[config.mk]
export PLATFORM = sky130hd
export DESIGN_NAME = ste_cell
export DESIGN_NICKNAME = d
export VERILOG_FILES = /design/src/rtl/ste_pkg.sv /design/src/rtl/ste_cell.sv
export SDC_FILE = /design/constraint.sdc
export NUM_CORES = 1
export LEC_CHECK = 0
export BUFFER_PORTS_ARGS = -buffer_cell sky130_fd_sc_hd__buf_2
export CAP_MARGIN = 20
export CORE_MARGIN = 3
export CORE_UTILIZATION = 45
export DETAILED_ROUTE_END_ITERATION = 7
export PLACE_DENSITY_LB_ADDON = 0.08
export REMOVE_ABC_BUFFERS = 1
export SLEW_MARGIN = 20
export SYNTH_ARGS = -nofsm -noshare
export SYNTH_HDL_FRONTEND = slang
export SYNTH_SLANG_ARGS = --single-unit
[constraint.sdc]
create_clock -name i_clk -period 12.1 [get_ports i_clk]
set_input_delay 0.605 -clock i_clk [delete_from_list [all_inputs] [get_ports i_clk]]
set_output_delay 0.605 -clock i_clk [all_outputs]
set_load 0.03 [all_outputs]
[src/rtl/ste_pkg.sv]
// ----------------------------------------------------------------------------
// Sorted table engine package
// Operation and status codes, fixed field widths and the per-cell control
// struct that are shared across the project.
// ----------------------------------------------------------------------------
package ste_pkg;

    localparam int OP_W     = 2;
    localparam int STATUS_W = 2;
    localparam int INDEX_W  = 6;

    localparam logic [OP_W-1:0] OP_APPEND = 2'd0;
    localparam logic [OP_W-1:0] OP_GET    = 2'd1;
    localparam logic [OP_W-1:0] OP_REMOVE = 2'd2;

    localparam logic [STATUS_W-1:0] ST_OK    = 2'd0;
    localparam logic [STATUS_W-1:0] ST_FULL  = 2'd1;
    localparam logic [STATUS_W-1:0] ST_RANGE = 2'd2;

    // Action broadcast to every cell for the transfer being taken.
    typedef struct packed {
        logic ins;
        logic rem;
        logic rd;
    } t_cell_ctl;

endpackage

[src/rtl/ste_cell.sv]
// ----------------------------------------------------------------------------
// Sorted table cell
// Holds one table position. Compares its entry with the broadcast value and
// shifts up on insert or down on remove, taking data from its neighbors.
// ----------------------------------------------------------------------------
module ste_cell #(
    parameter int POS        = 0,
    parameter int VALUE_BITS = 32,
    parameter int CMP_W      = 7
) (
    input  logic                         i_clk,
    input  ste_pkg::t_cell_ctl           i_ctl,
    input  logic signed [VALUE_BITS-1:0] i_value,
    input  logic [CMP_W-1:0]             i_count,
    input  logic [CMP_W-1:0]             i_index,
    input  logic signed [VALUE_BITS-1:0] i_prev_entry,
    input  logic                         i_prev_gt,
    input  logic signed [VALUE_BITS-1:0] i_next_entry,
    output logic signed [VALUE_BITS-1:0] o_entry,
    output logic                         o_gt,
    output logic [VALUE_BITS-1:0]        o_sel
);

    localparam logic [CMP_W-1:0] MY_POS = CMP_W'(POS);

    logic signed [VALUE_BITS-1:0] r_entry;
    logic signed [VALUE_BITS-1:0] n_entry;
    logic [VALUE_BITS-1:0]        r_sel;
    logic                         w_live;

    assign w_live = (MY_POS < i_count);
    // Entries are ascending, so the cells holding larger values form a run
    // at the top of the live region; the insert takes the lowest cell of that run, which moves up.
    assign o_gt   = w_live && (r_entry > i_value);

    always_comb begin
        n_entry = r_entry;
        if (i_ctl.ins) begin
            if (i_prev_gt) begin
                n_entry = i_prev_entry;
            end else if (o_gt || (MY_POS == i_count)) begin
                n_entry = i_value;
            end
        end else if (i_ctl.rem) begin
            if (MY_POS >= i_index) begin
                n_entry = i_next_entry;
            end
        end
    end

    always_ff @(posedge i_clk) begin
        r_entry <= n_entry;
        r_sel   <= (i_ctl.rd && (MY_POS == i_index)) ? r_entry : '0;
    end

    assign o_entry = r_entry;
    assign o_sel   = r_sel;

endmodule

==> flow_summary_export.csv <==
group,metric,value,unit
synthesis,yosysUniqueCellTypes,29,
synthesis,syn_area,0.003333,mm²
pwr,power.density,118.7,mW/mm²
critical_path,r2r_cells,8,
floorplanning,start_util,47.74,%
timing,relSlewSlack,30.73,%
synthesis,synth-edff-count,32,
clocking,cts_sinks,64,
timing,setup_viol_count_final,0,
timing,slew_violations,0,
route,ant_nets,0,
timing,worst_pin_slew,1.039,ns
route,vias,3058,
clocking,hold_buffers,0,
grt,grt.total_usage,21.12,%
route,drc_errors,0,
timing,max_freq,292.1,MHz
synthesis,avgSynthCellArea,10.04,µm²
critical_path,endpoint_kind,"output port",
timing,finClkSkew,0.006232,ns
route,via_per_inst,5.030,
critical_path,r2r-end,"o_entry[14]",
clocking,clk_pin_slew_worst_paths,0.07,ns
timing,hold_viol,0,
clocking,clockRootBuffer,"clkbuf_8",
grt,antenna_found_initial,0,
critical_path,cp.arrival,2.82,ns
synthesis,synth-async-reset-ratio,0,%
timing,setup_tns,0,ns
critical_path,slowest_delay,0.54,ns
final_layout,area.growth.synth_to_final,36.04,%
synthesis,ys.flop_type,"edfxtp_1",
critical_path,startpoint_type,"flip-flop",
critical_path,crit_family,"simple AND/OR/NAND/NOR gates",
clocking,h-tree-depth,3,
flow_run,maxCapViolCount,0,
synthesis,yosys_warnings,0,
synthesis,ys_seq_area_share,48.05,%
grt,overflow,0,
placement,gp_congestion,0.7513,
run_status,status,"completed",
critical_path,worst-setup-path-type,"flip-flop to output port",
timing,period_needed,3.424,ns
critical_path,cp_cell_sequence,"ha_1 > nand4_1 > nor2_1 > a221o_1 > o31a_1 > or4b_4 > nand2_1 > buf_2",
critical_path,crit_path_max_fanout,3,
synthesis,netlist_instances,332,
min_path,hold_class,"flip-flop to flip-flop",
clocking,cts_tree,"built",
timing,fin_crit_sh,28.29,%
timing,rsz0062_at_grt,"false",
critical_path,r2r_slack,8.88,ns
min_path,holdPathStages,1,
pwr,ir_worst_vdd,0.00006988,V
synthesis,yosysTopAreaCellShare,28.83,%
route,drtIter0Drc,84,
min_path,worstHoldStart,"o_entry[20]",
critical_path,r2r-start,"o_entry[14]",
pwr,leakage,2.434,nW
final_layout,final_nets,654,
route,first_pass_iters,4,
grt,grt_pass1_vias,2987,
floorplanning,die_w,92.07,µm
critical_path,crit_required,11.49,ns
min_path,hold_end,"o_sel[20]",
synthesis,yosys-top-cells-count,"a21oi_1, nor2_1",
clocking,cts_buffer_depth,2,
critical_path,path_buf_inv,1,
floorplanning,die_h,92.07,µm
grt,grt_max_degree,67,
floorplanning,ios,180,
route,routedWlPerCell,14.87,µm
clocking,cts_buffers,9,
pwr,p_total,0.5382,mW
critical_path,cp_slowest_cell,"or4b_4",
clocking,cts_setup_buffers,0,
synthesis,ys_ff_latch,64,
final_layout,n_antenna_cell,0,
grt,grt_pass1_wl,14180,µm
clocking,ctsResizeCount,0,
synthesis,yosysMostFrequentCell,"a21oi_1",
clocking,worstSkewPairLatency,0.33,ns
placement,port_buffers,179,
floorplanning,coreArea,0.006982,mm²
route,wirelength,9041,µm
placement,dpl.hpwl,6742,µm
final_layout,drive_gt1_share,38.87,%
synthesis,synth_area_leader_cell,"edfxtp_1",
floorplanning,rows,30,
floorplanning,die_area,0.008476,mm²
synthesis,synthTopCellsByArea,"edfxtp_1, dfxtp_1, ha_1",
state kept, by name, summed over array words and instances (netlist names):
| signal | cells |
|---|---|
| o_sel | 32 |
| o_entry | 32 |
per-layer routing:
metal,vias up,global-route usage [%],part of all wire (%)
li1,1547,-,-
met1,1392,26.88,43
met2,112,35.34,49
met3,7,4.512,7.2
met4,0,7.550,1.0
met5,-,0,0
layout by cell type (no fill, tap or decap), types with 2 or more instances in the layout:
master / count
nor2_1: 36
o21ai_0: 3
inv_1: 32
nor4_1: 2
edfxtp_1: 32
clkbuf_8: 10
clkinv_2: 3
nand3_1: 3
a21oi_1: 45
ha_1: 32
mux2i_1: 32
nand2_1: 7
nand4_1: 8
buf_2: 178
and3_1: 32
buf_4: 2
clkbuf_1: 2
o211ai_1: 3
dfxtp_1: 32
or4_1: 2
cell type report:
type / count / area, µm²
Fill cell: 640 / 2447
Sequential cell: 64 / 1602
Timing Repair Buffer: 181 / 933.4
Clock inverter: 4 / 45.04
Clock buffer: 12 / 145.1
Inverter: 32 / 120.1
Multi-Input combinational cell: 219 / 1569
Tap cell: 96 / 120.1
kinds of logic (layout without fill, tap and decap cells):
group,Yosys count,after routing,synth area share [%]
compound gates,60,60,10.02
fa+ha+maj,32,32,12.01
buf+inv,49,229,5.518
flops,64,64,48.05
mux,32,32,9.610
simple gates,95,95,14.79
power by group:
part	switching, mW	leakage [nW]	internal [mW]	total (mW)
Combinational	0.0663	1.77	0.0452	0.111
Sequential	0.00681	0.563	0.240	0.247
Clock	0.0798	0.100	0.100	0.180
Total	0.153	2.43	0.385	0.538
worst max-delay path by stage:
| stage | from | to | cells after the start | slack (ns) |
|---|---|---|---|---|
| 6_report | o_entry[14] | o_gt | 8 | 8.68 |
| 5_1_grt | o_entry[14] | o_gt | 8 | 8.52 |
| 4_1_cts | o_entry[14] | o_entry[0] | 7 | 8.57 |
| 3_5_place_dp | i_value[14] | o_entry[20] | 9 | 8.24 |
| 3_3_place_gp | i_value[14] | o_entry[20] | 9 | 8.32 |
| 2_1_floorplan | i_index[1] | o_entry[0] | 4 | 7.04 |
per-stage QoR:
step | cells | util (%) | hold slack, ns | area [µm²] | setup WS, ns
6_report | 608 | 64.95 | 0.5388 | 4534 | 8.676
2_1_floorplan | 315 | - | 0.7335 | 3269 | 7.041
3_5_place_dp | 591 | 61.79 | 0.5260 | 4314 | 8.241
5_1_grt | 608 | 64.95 | 0.5650 | 4534 | 8.521
3_3_place_gp | 591 | 61.79 | 0.5053 | 4314 | 8.324
4_1_cts | 607 | 64.52 | 0.5419 | 4504 | 8.566
Power figures use the tool's default switching activity.
